===== config.mk =====
export PLATFORM = sky130hd
export DESIGN_NAME = sync_frame_receiver_crc8_unit
export DESIGN_NICKNAME = d
export VERILOG_FILES = /design/src/rtl/sfrc_pkg.sv /design/src/rtl/sfrc_regs.sv /design/src/rtl/sfrc_core.sv /design/src/rtl/sync_frame_receiver_crc8_unit.sv
export SDC_FILE = /design/constraint.sdc
export NUM_CORES = 1
export LEC_CHECK = 0
export BUFFER_PORTS_ARGS = -buffer_cell sky130_fd_sc_hd__buf_2
export CORE_MARGIN = 8
export CORE_UTILIZATION = 45
export CTS_CLUSTER_DIAMETER = 120
export DETAILED_ROUTE_END_ITERATION = 6
export MAX_ROUTING_LAYER = met4
export PLACE_DENSITY = 0.69
export SETUP_SLACK_MARGIN = 0.05
export SLEW_MARGIN = 20
export SYNTH_ARGS = -nofsm -noshare
export SYNTH_HDL_FRONTEND = slang
export SYNTH_SLANG_ARGS = --single-unit

===== constraint.sdc =====
create_clock -name aclk -period 4.9 [get_ports aclk]
set_input_delay 0.245 -clock aclk [delete_from_list [all_inputs] [get_ports aclk]]
set_output_delay 0.245 -clock aclk [all_outputs]
set_load 0.01 [all_outputs]

===== src/rtl/sfrc_pkg.sv =====
`timescale 1ns / 1ps
// ----------------------------------------------------------------------------
// sfrc_pkg: shared types, constants and the CRC-8 step
// Register map, reset values, byte kinds and the per-byte CRC function.
// ----------------------------------------------------------------------------
package sfrc_pkg;

    localparam int ADDR_W = 5;
    localparam int DATA_W = 32;
    localparam int POS_W  = 9;

    typedef enum logic [2:0] {
        REG_POLY   = 3'd0,
        REG_INIT   = 3'd1,
        REG_SYNC0  = 3'd2,
        REG_SYNC1  = 3'd3,
        REG_SYNC2  = 3'd4,
        REG_ACK    = 3'd5
    } reg_idx_t;

    localparam logic [7:0] POLY_RST  = 8'hB7;
    localparam logic [7:0] INIT_RST  = 8'hFF;
    localparam logic [7:0] SYNC0_RST = 8'hFE;
    localparam logic [7:0] SYNC1_RST = 8'h55;
    localparam logic [7:0] SYNC2_RST = 8'hAA;
    localparam logic [7:0] ACK_RST   = 8'h66;

    typedef enum logic [2:0] {
        KIND_DISCARD = 3'd0,
        KIND_SYNC    = 3'd1,
        KIND_LENGTH  = 3'd2,
        KIND_BODY    = 3'd3,
        KIND_CHECK   = 3'd4
    } byte_kind_t;

    typedef struct packed {
        logic [7:0] poly;
        logic [7:0] init;
        logic [7:0] sync0;
        logic [7:0] sync1;
        logic [7:0] sync2;
    } cfg_t;

    // MSB-first CRC-8 over one byte, implicit x^8 term
    function automatic logic [7:0] crc8_byte(input logic [7:0] crc,
                                             input logic [7:0] data,
                                             input logic [7:0] poly);
        logic [7:0] c;
        logic       fb;
        c = crc;
        for (int b = 0; b < 8; b++) begin
            fb = c[7] ^ data[7 - b];
            c  = {c[6:0], 1'b0};
            if (fb) begin
                c = c ^ poly;
            end
        end
        return c;
    endfunction

endpackage


===== src/rtl/sfrc_regs.sv =====
`timescale 1ns / 1ps
// ----------------------------------------------------------------------------
// sfrc_regs: configuration register file
// APB-style write/read of the polynomial, initial value, sync bytes and ack.
// ----------------------------------------------------------------------------
module sfrc_regs (
    input  logic                          aclk,
    input  logic                          aresetn,
    input  logic                          psel,
    input  logic                          penable,
    input  logic                          pwrite,
    input  logic [sfrc_pkg::ADDR_W-1:0]   paddr,
    input  logic [sfrc_pkg::DATA_W-1:0]   pwdata,
    output logic [sfrc_pkg::DATA_W-1:0]   prdata,
    output logic                          pready,
    output sfrc_pkg::cfg_t                cfg
);

    logic [7:0] poly_reg;
    logic [7:0] init_reg;
    logic [7:0] sync0_reg;
    logic [7:0] sync1_reg;
    logic [7:0] sync2_reg;
    logic [7:0] ack_reg;
    logic       wr_en;
    logic [2:0] idx;
    logic [7:0] rd_byte;

    assign pready = 1'b1;
    assign wr_en  = psel && penable && pwrite && pready;
    assign idx    = paddr[4:2];

    always_ff @(posedge aclk) begin
        if (!aresetn) begin
            poly_reg  <= sfrc_pkg::POLY_RST;
            init_reg  <= sfrc_pkg::INIT_RST;
            sync0_reg <= sfrc_pkg::SYNC0_RST;
            sync1_reg <= sfrc_pkg::SYNC1_RST;
            sync2_reg <= sfrc_pkg::SYNC2_RST;
            ack_reg   <= sfrc_pkg::ACK_RST;
        end else if (wr_en) begin
            unique case (idx)
                sfrc_pkg::REG_POLY:  poly_reg  <= pwdata[7:0];
                sfrc_pkg::REG_INIT:  init_reg  <= pwdata[7:0];
                sfrc_pkg::REG_SYNC0: sync0_reg <= pwdata[7:0];
                sfrc_pkg::REG_SYNC1: sync1_reg <= pwdata[7:0];
                sfrc_pkg::REG_SYNC2: sync2_reg <= pwdata[7:0];
                sfrc_pkg::REG_ACK:   ack_reg   <= pwdata[7:0];
                default: ;
            endcase
        end
    end

    always_comb begin
        unique case (idx)
            sfrc_pkg::REG_POLY:  rd_byte = poly_reg;
            sfrc_pkg::REG_INIT:  rd_byte = init_reg;
            sfrc_pkg::REG_SYNC0: rd_byte = sync0_reg;
            sfrc_pkg::REG_SYNC1: rd_byte = sync1_reg;
            sfrc_pkg::REG_SYNC2: rd_byte = sync2_reg;
            sfrc_pkg::REG_ACK:   rd_byte = ack_reg;
            default:             rd_byte = 8'h00;
        endcase
    end

    assign prdata = {{(sfrc_pkg::DATA_W - 8){1'b0}}, rd_byte};

    assign cfg.poly  = poly_reg;
    assign cfg.init  = init_reg;
    assign cfg.sync0 = sync0_reg;
    assign cfg.sync1 = sync1_reg;
    assign cfg.sync2 = sync2_reg;

endmodule


===== src/rtl/sfrc_core.sv =====
`timescale 1ns / 1ps
// ----------------------------------------------------------------------------
// sfrc_core: frame tracker, CRC and result register
// Tags each byte with offset and kind, runs the CRC, flags good frames.
// ----------------------------------------------------------------------------
module sfrc_core (
    input  logic                          aclk,
    input  logic                          aresetn,
    input  sfrc_pkg::cfg_t                cfg,
    input  logic                          in_valid,
    output logic                          in_ready,
    input  logic [7:0]                    in_byte,
    output logic                          out_valid,
    input  logic                          out_ready,
    output logic [7:0]                    out_byte,
    output logic [sfrc_pkg::POS_W-1:0]    out_pos,
    output sfrc_pkg::byte_kind_t          out_kind,
    output logic                          out_end,
    output logic                          out_good
);

    logic [sfrc_pkg::POS_W-1:0] offset_reg, offset_next;
    logic [7:0]                 length_reg, length_next;
    logic [7:0]                 crc_reg, crc_next;

    logic                       valid_reg, valid_next;
    logic [7:0]                 byte_reg;
    logic [sfrc_pkg::POS_W-1:0] pos_reg, pos_next;
    sfrc_pkg::byte_kind_t       kind_reg, kind_next;
    logic                       end_reg, end_next;
    logic                       good_reg, good_next;

    logic                       fire;
    logic [7:0]                 want;
    logic [7:0]                 crc_base;
    logic [7:0]                 crc_step;
    logic                       at_check;

    assign in_ready = !valid_reg || out_ready;
    assign fire     = in_valid && in_ready;

    always_comb begin
        case (offset_reg[1:0])
            2'd0:    want = cfg.sync0;
            2'd1:    want = cfg.sync1;
            default: want = cfg.sync2;
        endcase
    end

    assign crc_base = (offset_reg == '0) ? cfg.init : crc_reg;
    assign crc_step = sfrc_pkg::crc8_byte(crc_base, in_byte, cfg.poly);
    assign at_check = {1'b0, offset_reg} >= ({2'b00, length_reg} + 10'd5);

    always_comb begin
        offset_next = offset_reg;
        length_next = length_reg;
        crc_next    = crc_reg;
        pos_next    = offset_reg;
        kind_next   = sfrc_pkg::KIND_BODY;
        end_next    = 1'b0;
        good_next   = 1'b0;
        if (offset_reg <= 9'd2) begin
            if (in_byte != want) begin
                // drop the byte and restart the hunt at the first sync
                offset_next = '0;
                pos_next    = '0;
                kind_next   = sfrc_pkg::KIND_DISCARD;
            end else begin
                kind_next   = sfrc_pkg::KIND_SYNC;
                crc_next    = crc_step;
                offset_next = offset_reg + 9'd1;
            end
        end else if (offset_reg == 9'd3) begin
            kind_next   = sfrc_pkg::KIND_LENGTH;
            length_next = in_byte;
            crc_next    = crc_step;
            offset_next = 9'd4;
        end else if (at_check) begin
            kind_next   = sfrc_pkg::KIND_CHECK;
            end_next    = 1'b1;
            good_next   = (crc_step == 8'h00);
            offset_next = '0;
        end else begin
            crc_next    = crc_step;
            offset_next = offset_reg + 9'd1;
        end
    end

    assign valid_next = fire ? 1'b1 : (out_ready ? 1'b0 : valid_reg);

    always_ff @(posedge aclk) begin
        if (!aresetn) begin
            offset_reg <= '0;
            length_reg <= 8'h00;
            valid_reg  <= 1'b0;
        end else begin
            valid_reg <= valid_next;
            if (fire) begin
                offset_reg <= offset_next;
                length_reg <= length_next;
            end
        end
    end

    // payload: crc is reloaded from cfg.init at every frame start
    always_ff @(posedge aclk) begin
        if (fire) begin
            crc_reg  <= crc_next;
            byte_reg <= in_byte;
            pos_reg  <= pos_next;
            kind_reg <= kind_next;
            end_reg  <= end_next;
            good_reg <= good_next;
        end
    end

    assign out_valid = valid_reg;
    assign out_byte  = byte_reg;
    assign out_pos   = pos_reg;
    assign out_kind  = kind_reg;
    assign out_end   = end_reg;
    assign out_good  = good_reg;

endmodule


===== src/rtl/sync_frame_receiver_crc8_unit.sv =====
`timescale 1ns / 1ps
// ----------------------------------------------------------------------------
// sync_frame_receiver_crc8_unit: CRC-8 checked sync frame receiver
// Tags each received byte with offset and kind; flags good frames.
// Each accepted input word's result word is registered and shown in the following cycle.
// Throughput: 1 word per cycle while m_tready is high, set by the single result register.
// Reset: synchronous active-low aresetn; hunt restarts at first sync byte,
// registers return to their defaults, no result word is pending.
// ----------------------------------------------------------------------------
module sync_frame_receiver_crc8_unit (
    input  logic                          aclk,
    input  logic                          aresetn,
    input  logic                          psel,
    input  logic                          penable,
    input  logic                          pwrite,
    input  logic [sfrc_pkg::ADDR_W-1:0]   paddr,
    input  logic [sfrc_pkg::DATA_W-1:0]   pwdata,
    output logic [sfrc_pkg::DATA_W-1:0]   prdata,
    output logic                          pready,
    input  logic                          s_tvalid,
    output logic                          s_tready,
    input  logic [7:0]                    s_tdata,   // [7:0] rx_byte
    output logic                          m_tvalid,
    input  logic                          m_tready,
    output logic [23:0]                   m_tdata,   // [7:0] data_byte, [16:8] position
    output logic [3:0]                    m_tuser,   // [2:0] byte_kind, [3] frame_good
    output logic                          m_tlast    // frame_end
);

    sfrc_pkg::cfg_t             cfg;
    logic [7:0]                 out_byte;
    logic [sfrc_pkg::POS_W-1:0] out_pos;
    sfrc_pkg::byte_kind_t       out_kind;
    logic                       out_good;

    sfrc_regs u_regs (
        .aclk    (aclk),
        .aresetn (aresetn),
        .psel    (psel),
        .penable (penable),
        .pwrite  (pwrite),
        .paddr   (paddr),
        .pwdata  (pwdata),
        .prdata  (prdata),
        .pready  (pready),
        .cfg     (cfg)
    );

    sfrc_core u_core (
        .aclk      (aclk),
        .aresetn   (aresetn),
        .cfg       (cfg),
        .in_valid  (s_tvalid),
        .in_ready  (s_tready),
        .in_byte   (s_tdata),
        .out_valid (m_tvalid),
        .out_ready (m_tready),
        .out_byte  (out_byte),
        .out_pos   (out_pos),
        .out_kind  (out_kind),
        .out_end   (m_tlast),
        .out_good  (out_good)
    );

    assign m_tdata = {7'b0, out_pos, out_byte};
    assign m_tuser = {out_good, out_kind};

    a_last_is_check: assert property (@(posedge aclk) disable iff (!aresetn)
        m_tvalid && m_tlast |-> m_tuser[2:0] == sfrc_pkg::KIND_CHECK)
        else $error("frame end on a byte that is not the check byte");

    a_good_needs_end: assert property (@(posedge aclk) disable iff (!aresetn)
        m_tvalid && m_tuser[3] |-> m_tlast)
        else $error("frame good outside frame end");

    a_discard_pos: assert property (@(posedge aclk) disable iff (!aresetn)
        m_tvalid && m_tuser[2:0] == sfrc_pkg::KIND_DISCARD |-> m_tdata[16:8] == 9'd0)
        else $error("discarded byte with nonzero position");

    a_ready_free: assert property (@(posedge aclk) disable iff (!aresetn)
        !m_tvalid |-> s_tready)
        else $error("input stalled while result register is empty");

endmodule


==> out/results.txt, run 1 <==
The worst-case headroom to the max-slew limit came out at 0.2850. TritonCTS created 9 clock buffers. The run gives 0.8673 as the global placement routability congestion. The run gives 0 as the final-report max-slew violation count. The synthesized-area fraction occupied by adder cells works out to 0.02581.

In the layout the commonest cells are 117 x nand2_1, 66 x dfxtp_1, 60 x buf_4. Class of the most critical setup path: reg2reg. Using the TritonRoute via totals, the vias-per-cell ratio works out to 5.636.

The die height works out to 138.8 µm. The number of antenna violations at the first check in global routing came out at 0. The fraction of layout cells with a size suffix above 1 was 0.2113.

Counting flops with a built-in enable in the synthesized netlist gives 29. The logs give 45 for the floorplan row count and 5.08 ns for the required time of the critical path. Power per standard cell area: 375.5 nW/µm².

The first global-routing pass estimated 28810 µm of wire. The logs give 0.003867 ns for the maximum clock skew at final layout and 0.4531 for the starting density of the core. In this run the remaining antenna-violating nets after routing total 0. In the routed design, unresolved DRC markers number 0.

Largest net degree at the start of global routing: 61. IR analysis of the VDD net gives a maximum drop of 191.1 µV. The all-layer global routing usage is 0.1874.

The logs give 13140 µm for the post-detailed-placement half-perimeter wirelength and 0.3230 for the portion of the post-synthesis area used by sequential elements. In this run the count of I/O pins placed on the die edge is 116. Once placement completed, the tool counted placed cells totaling 1033. Data arrival time at the worst-slack endpoint: 5.07 ns.

The tools report the clock root buffer as clkbuf_16. The worst setup path is launched from a flip-flop. For the worst-skew pair, the clock arrives at the later sink with an insertion delay of 0.35 ns. The area growth from synthesis to final layout came out at 14.77%.

Clock tree synthesis found a total of 95 sinks. For the sum of routed wire length over all layers, the log shows 18000 µm. The run finished with clean final reports. In this run the horizontal extent of the chip is 138.8 µm. The area after detailed placement is 7365 µm². Overall power consumption after layout is estimated at 2.925 mW.

Share of the synthesized area in compound gates (AO/OA/AOI/OAI): 0.1825. The critical path goes through inv_2, ha_4, or4b_4, nor3_4, or2_4, mux2_4, a211o_4, nand2_1, a31oi_1, a2bb2oi_2, xnor2_2, xnor2_2, mux2i_2, xnor2_2, buf_4, buf_4, mux2i_1, xor2_1, or3b_1, nor4_2. The routed layout has 5940 vias.

In this run the cell area of the synthesized design comes to 6787 µm². The final clock period utilization by the worst path was 0.9979. After synthesis, the largest family of logic cells by area is simple AND/OR/NAND/NOR gates. The finished cells cover 7789 µm². Port buffer count: 57.

The library cell used most frequently in the layout, excluding fill and tap cells, is nand2_1. The most used flip-flop cell after synthesis is dfxtp_1. The number of distinct library cells after synthesis came out at 85. The worst hold path passes through 3 cells. Clock-pin slew was measured on the worst setup and hold paths at 0.06 ns. TritonCTS built the clock tree. The finished layout holds 1054 standard cells, fillers aside. For this run the aggregate overflow at the end of global routing stands at 0. The worst reg2reg path depth works out to 20.

Setup repair after global routing could not meet its margin everywhere. The repair_antennas step left the layout with diodes totalling 0. The worst setup path is captured at a flip-flop. On the critical path, the stage with the largest delay is an instance of or4b_4. The run gives 6 as the count of TritonRoute iterations in the first routing pass. Share of async-settable or async-resettable flops after synthesis: 0. In this run the worst path has a maximum fanout of 6. The average instance in the mapped netlist occupies 8.612 µm². The logs give 0 for the total count of hold-check failures in the final report and 0 for the final count of negative-setup-slack endpoints. At the end of the flow, the number of nets in the layout was 927.

The run gives 5568 as the number of global-route vias before repair. In this design, the critical path's most frequently occurring cell is xnor2_2. The longest clock path from root to sink contains 2 buffers. In the final routed layout, each cell accounts on average for 17.07 µm. The area of the die is 19270 µm², and the number of fillers in the final layout is 1397. The slew at the pin closest to its max-slew limit is 1.069 ns, and the count of warnings emitted by yosys is 0. On the worst path, the slowest cell contributes a delay of 0.50 ns. For this block, the initial DRC count from the detailed router was 635.

Timing would allow up to 204.5 MHz. Worst min-delay path class: in2reg. After technology mapping, the gate count stands at 788. For this design the static power due to leakage is 3.180 nW. The xor and xnor fraction of the mapped netlist area is 0.09605, and the max-cap check violation count is 0.

In this run the standard cell core region covers 14980 µm². The multiplexer fraction of the synthesized cell area was 0.07983. The worst path in the final design needs a cycle of 4.890 ns, including I/O delays and setup.

Counting flops and latches in the post-synthesis netlist gives 95. The H-tree generated during clock tree synthesis spans 3 levels. The share of synthesized cell area in and, or, nand and nor gates works out to 0.2135.
cell families after synthesis:
family / after synthesis
AND/OR/NAND/NOR: 288
multiplexers: 50
buffers and inverters: 100
XOR/XNOR: 68
other: 2
AO/OA/AOI/OAI: 171
flip-flops: 95
adder cells (fa/ha/maj): 14
metrics by stage:
step | TNS, ns | utilization | setup slack, ns | hold WS [ns]
final | 0 | 0.5201 | 0.01016 | 0.1616
after global routing | -0.2000 | 0.5201 | -0.2000 | 0.1755
after CTS | 0 | 0.5177 | 0.05218 | 0.1613
after detailed placement | -0.07608 | 0.4917 | -0.07608 | 0.4548
after global placement | 0 | 0.4917 | 0.0005320 | 0.4461
after floorplan | 0 | - | 0.07017 | 0.3439
cell usage after synthesis, drive strengths merged (5+ instances only):
cell / number / share of area
and2: 5 / 0.0046
nand2b: 7 / 0.0065
xor2: 26 / 0.035
nand4: 7 / 0.0065
a32oi: 6 / 0.0077
edfxtp: 29 / 0.13
a211oi: 12 / 0.016
ha: 14 / 0.026
nand2: 117 / 0.065
o21ai: 28 / 0.021
nand3: 37 / 0.027
a22o: 11 / 0.014
a22oi: 7 / 0.0077
o22ai: 13 / 0.013
mux2i: 42 / 0.064
a31oi: 6 / 0.0087
a21boi: 12 / 0.013
or2: 5 / 0.0050
a21o: 5 / 0.0055
mux2: 7 / 0.012
a21oi: 39 / 0.029
inv: 15 / 0.0083
nor2: 37 / 0.021
xnor2: 39 / 0.051
buf: 45 / 0.048
o211ai: 7 / 0.0077
dfxtp: 66 / 0.19
nor4: 7 / 0.0096
nor3: 12 / 0.011
nor2b: 27 / 0.025
clkbuf: 40 / 0.022
and3: 9 / 0.0083
layer usage:
layer | GRT usage | part of all wire | vias to the layer above
li1 | - | - | 2894
met1 | 0.2443 | 0.46 | 2806
met2 | 0.2926 | 0.46 | 209
met3 | 0.03408 | 0.063 | 31
met4 | 0.05257 | 0.019 | 0
met5 | - | 0 | -
where the power goes:
part	switching (mW)	internal, mW	total, mW
Clock	0.291	0.341	0.632
Combinational	0.715	0.698	1.41
Sequential	0.00693	0.873	0.880
Total	1.01	1.91	2.92
final timing paths:
kind | from | to | slack, ns
worst min-delay path | s_tvalid | u_core.out_valid | 0.16
worst max-delay path | u_core.offset_reg[1] | u_core.out_good | 0.01
worst min register to register | u_regs.ack_reg[2] | u_regs.ack_reg[2] | 0.47
worst max register to register | u_core.offset_reg[1] | u_core.out_good | 0.01
critical path: cells and delay by family (launching register included):
kind                     cells  cell delay (ns)
XOR/XNOR                     4             0.72
AO/OA/AOI/OAI                3             0.68
AND/OR/NAND/NOR              6             1.69
flip-flops                   1             0.32
buffers and inverters        3             0.31
adder cells (fa/ha/maj)      1             0.14
multiplexers                 3             0.87
timing repair:
action | 4_1_cts | 5_1_grt
pin swaps | 8 | 3
setup endpoints to repair | 1 | 2
buffers inserted | 4 | 1
gates resized for setup | 17 | 6
hold buffers | 0 | 0
final cells by class:
class                      count  area (µm²)  share of cell area
multi-input combinational    623        4303              0.5525
sequential                    95        2192              0.2814
timing repair buffer         117       735.7             0.09446
tap                          188       235.2             0.03020
clock buffer                  10       229.0             0.02940
inverter                      15       56.30            0.007229
clock inverter                 6       37.54            0.004819
(Power assumes the default switching activity.)
==> run 2, diff against run 1 <==
Settings changed: HOLD_SLACK_MARGIN set to 0.15, PLACE_DENSITY 0.69 to 0.76.
==> out/results.txt, run 2 (same netlist as run 1, synthesis figures left out) <==
The flow ran to the end, and the final reports show no timing, DRC or antenna violations. The top cell family by delay on the critical path is simple AND/OR/NAND/NOR gates. The class of the most critical setup path is reg2reg.

The logs give 0 for the final count of negative-setup-slack endpoints and 0.1767 ns for the final hold slack. The number of antenna violations at the first check in global routing came out at 0. The worst path needs 4.844 ns of the cycle, external delays included. For the total count of hold-check failures in the final report, the log shows 0. The region available for standard cell placement spans 14980 µm². The worst-case vdd ir drop is 228.0 µV, and the worst-path maximum fanout is 6. In this run the power density over the cells is 400.1 nW/µm². For this run the aggregate overflow at the end of global routing stands at 0. The hold path startpoint was s_tvalid.

The run gives 61 as the largest net degree at the start of global routing. Floorplan die width: 138.8 µm. The logs give 206.4 MHz for the maximum achievable frequency and 8078 µm² for the finished layout cell area. At the pin with the least slew margin, the transition time is 1.071 ns. The die height was 138.8 µm; the fraction of layout cells with a size suffix above 1 was 0.2416. The combined buffer and inverter count along the critical path was 2; the number of top-level pins was 116. At the worst endpoint, the arrival time is 4.99 ns.

Final-report max-slew violation count: 0. The worst setup path is launched from a flip-flop. Traced cell by cell, the critical path runs through inv_2, ha_4, or4b_4, nor3_4, or2_4, buf_4, mux2i_4, o2bb2ai_2, nor2_2, a31oi_2, a211oi_4, nand4_1, and3_4, or2_4, nand2_1, xnor2_1, xnor3_1, or3b_4, nor4_4.

Setup slack on the worst reg-to-reg path comes out at 0.06 ns. The detail-routed via count per cell came out at 5.701. For this run, design rule violations remaining after detail routing come to 0. After clock tree synthesis, the clock-pin slew on the worst setup and hold paths is 0.06 ns.

The starting density of the core came out at 0.4531. The area growth from synthesis to final layout works out to 19.03%. The path with the worst hold slack has its endpoint at u_core.out_valid. TritonCTS built the clock tree.

The routed metal-1 wire length was 8187 µm; the count of cells along the worst hold path was 3. In the final timing run, aggregate negative setup slack is 0 ns. The placed instances occupy a cell area of 7535 µm². The H-tree was split into 3 levels. Counting the buffers created by CTS gives 9.

No sink is reached through more buffers than the 2 on the longest clock path. For this run, the detailed router's first-pass iteration total came to 5. The final clock period utilization by the worst path is 0.9887.

The tools report the hold-fix buffer count after cts as 0. The logs give 5773 for the number of global-route vias before repair and 95 for the clock sink count. The number of antenna diodes in the final layout is 0. Clock skew on the completed layout was measured at 0.004707 ns. The post-detailed-route wirelength per cell is 17.09 µm.

In this run the clock root is driven by a clkbuf_16. The end-of-flow core utilization is 0.5393, and the all-layer global routing usage is 0.1933. The slowest cell on the critical path was or4b_4. Setup repair after global routing could not meet its margin everywhere.

Total power consumption of the routed design: 3.232 mW. Across the run, the number of max-cap violations was 0. The worst-case headroom to the max-slew limit came out at 0.2833.

The final layout net count was 951; the port buffer count was 57. The floorplan step defined a die boundary enclosing 19270 µm². The most frequent cell on the critical path was or2_4.

The floorplan row count was 45. The highest layer touched by signal routing is met4. For this design the static power due to leakage is 3.340 nW.

The min-delay analysis places its worst path in the category in2reg. The tools report the required time of the critical path as 5.05 ns. Detailed placement finished with a half-perimeter wire length of 13330 µm. For the met3 wire length, the log shows 1219 µm. The starting DRC count in detailed routing was 638. The routed design uses 8808 µm of met2 wire.

Startpoint of the lowest-slack register-to-register path: u_core.offset_reg[1]. The detail route stage leaves a number of antenna-violating nets equal to 0. The largest incremental delay on the critical path was 0.50 ns. The run gives 6146 as the via count of the routed design.

The final layout contains routed wiring with a total length of 18420 µm. In the layout the commonest cells are 117 x nand2_1, 83 x buf_4, 64 x dfxtp_1. For the number of fillers in the final layout, the log shows 1322.

The endpoint identified for the worst register-to-register timing path is u_core.out_good. Leaving out fill and tap cells, the most frequent cell in the layout is nand2_1. The first global-routing pass estimated 29950 µm of wire. Global placement routability congestion: 0.9048.

The worst setup path is captured at a flip-flop. The worst-skew pair later-pin latency was 0.34 ns; the worst reg2reg path depth was 19.
-- run 2: final cells by class --
cell class | instances | area [µm²] | area share
Tap cell | 188 | 235.2 | 0.02912
Multi-Input combinational cell | 623 | 4350 | 0.5386
Sequential cell | 95 | 2195 | 0.2717
Timing Repair Buffer | 141 | 928.4 | 0.1149
Inverter | 15 | 56.30 | 0.006970
Clock inverter | 6 | 83.83 | 0.01038
Clock buffer | 10 | 229.0 | 0.02835
-- run 2: power breakdown --
group	leakage, nW	total (mW)	internal (mW)	switching [mW]
Clock	0.148	0.730	0.445	0.285
Sequential	0.815	0.879	0.873	0.00620
Combinational	2.38	1.62	0.841	0.781
Total	3.34	3.23	2.16	1.07
-- run 2: worst max-delay path by stage --
stage | from | end | slack (ns) | cells after the start
2_1_floorplan | u_core.offset_reg[0] | u_core.out_good | 0.07 | 18
3_3_place_gp | u_core.offset_reg[0] | u_core.out_good | -0.07 | 17
3_5_place_dp | u_core.offset_reg[0] | u_core.out_good | -0.18 | 19
4_1_cts | u_core.offset_reg[1] | u_core.out_good | 0.02 | 17
5_1_grt | u_core.offset_reg[1] | u_core.out_good | -0.19 | 21
6_report | u_core.offset_reg[1] | u_core.out_good | 0.06 | 19
-- run 2: tightest hold or removal path, stage by stage --
cell	delay, ns
buf_2	0.10
inv_1	0.05
a21boi_0	0.06
-- run 2: stage by stage --
stage               instances  setup slack, ns
floorplan                 818          0.07017
global placement         1054         -0.06956
detailed placement       1054          -0.1825
CTS                      1077          0.02112
global route             1078          -0.1859
finish                   1078          0.05552
-- run 2: layer usage --
layer / track usage / vias to the layer above
li1: - / 2935
met1: 0.2466 / 2949
met2: 0.3086 / 242
met3: 0.03718 / 20
met4: 0.05026 / 0
met5: - / -
-- run 2: timing repair --
item,in CTS,in global routing
setup endpoints to repair,1,1
setup buffers,7,1
pin swaps,18,8
resized for setup,30,5
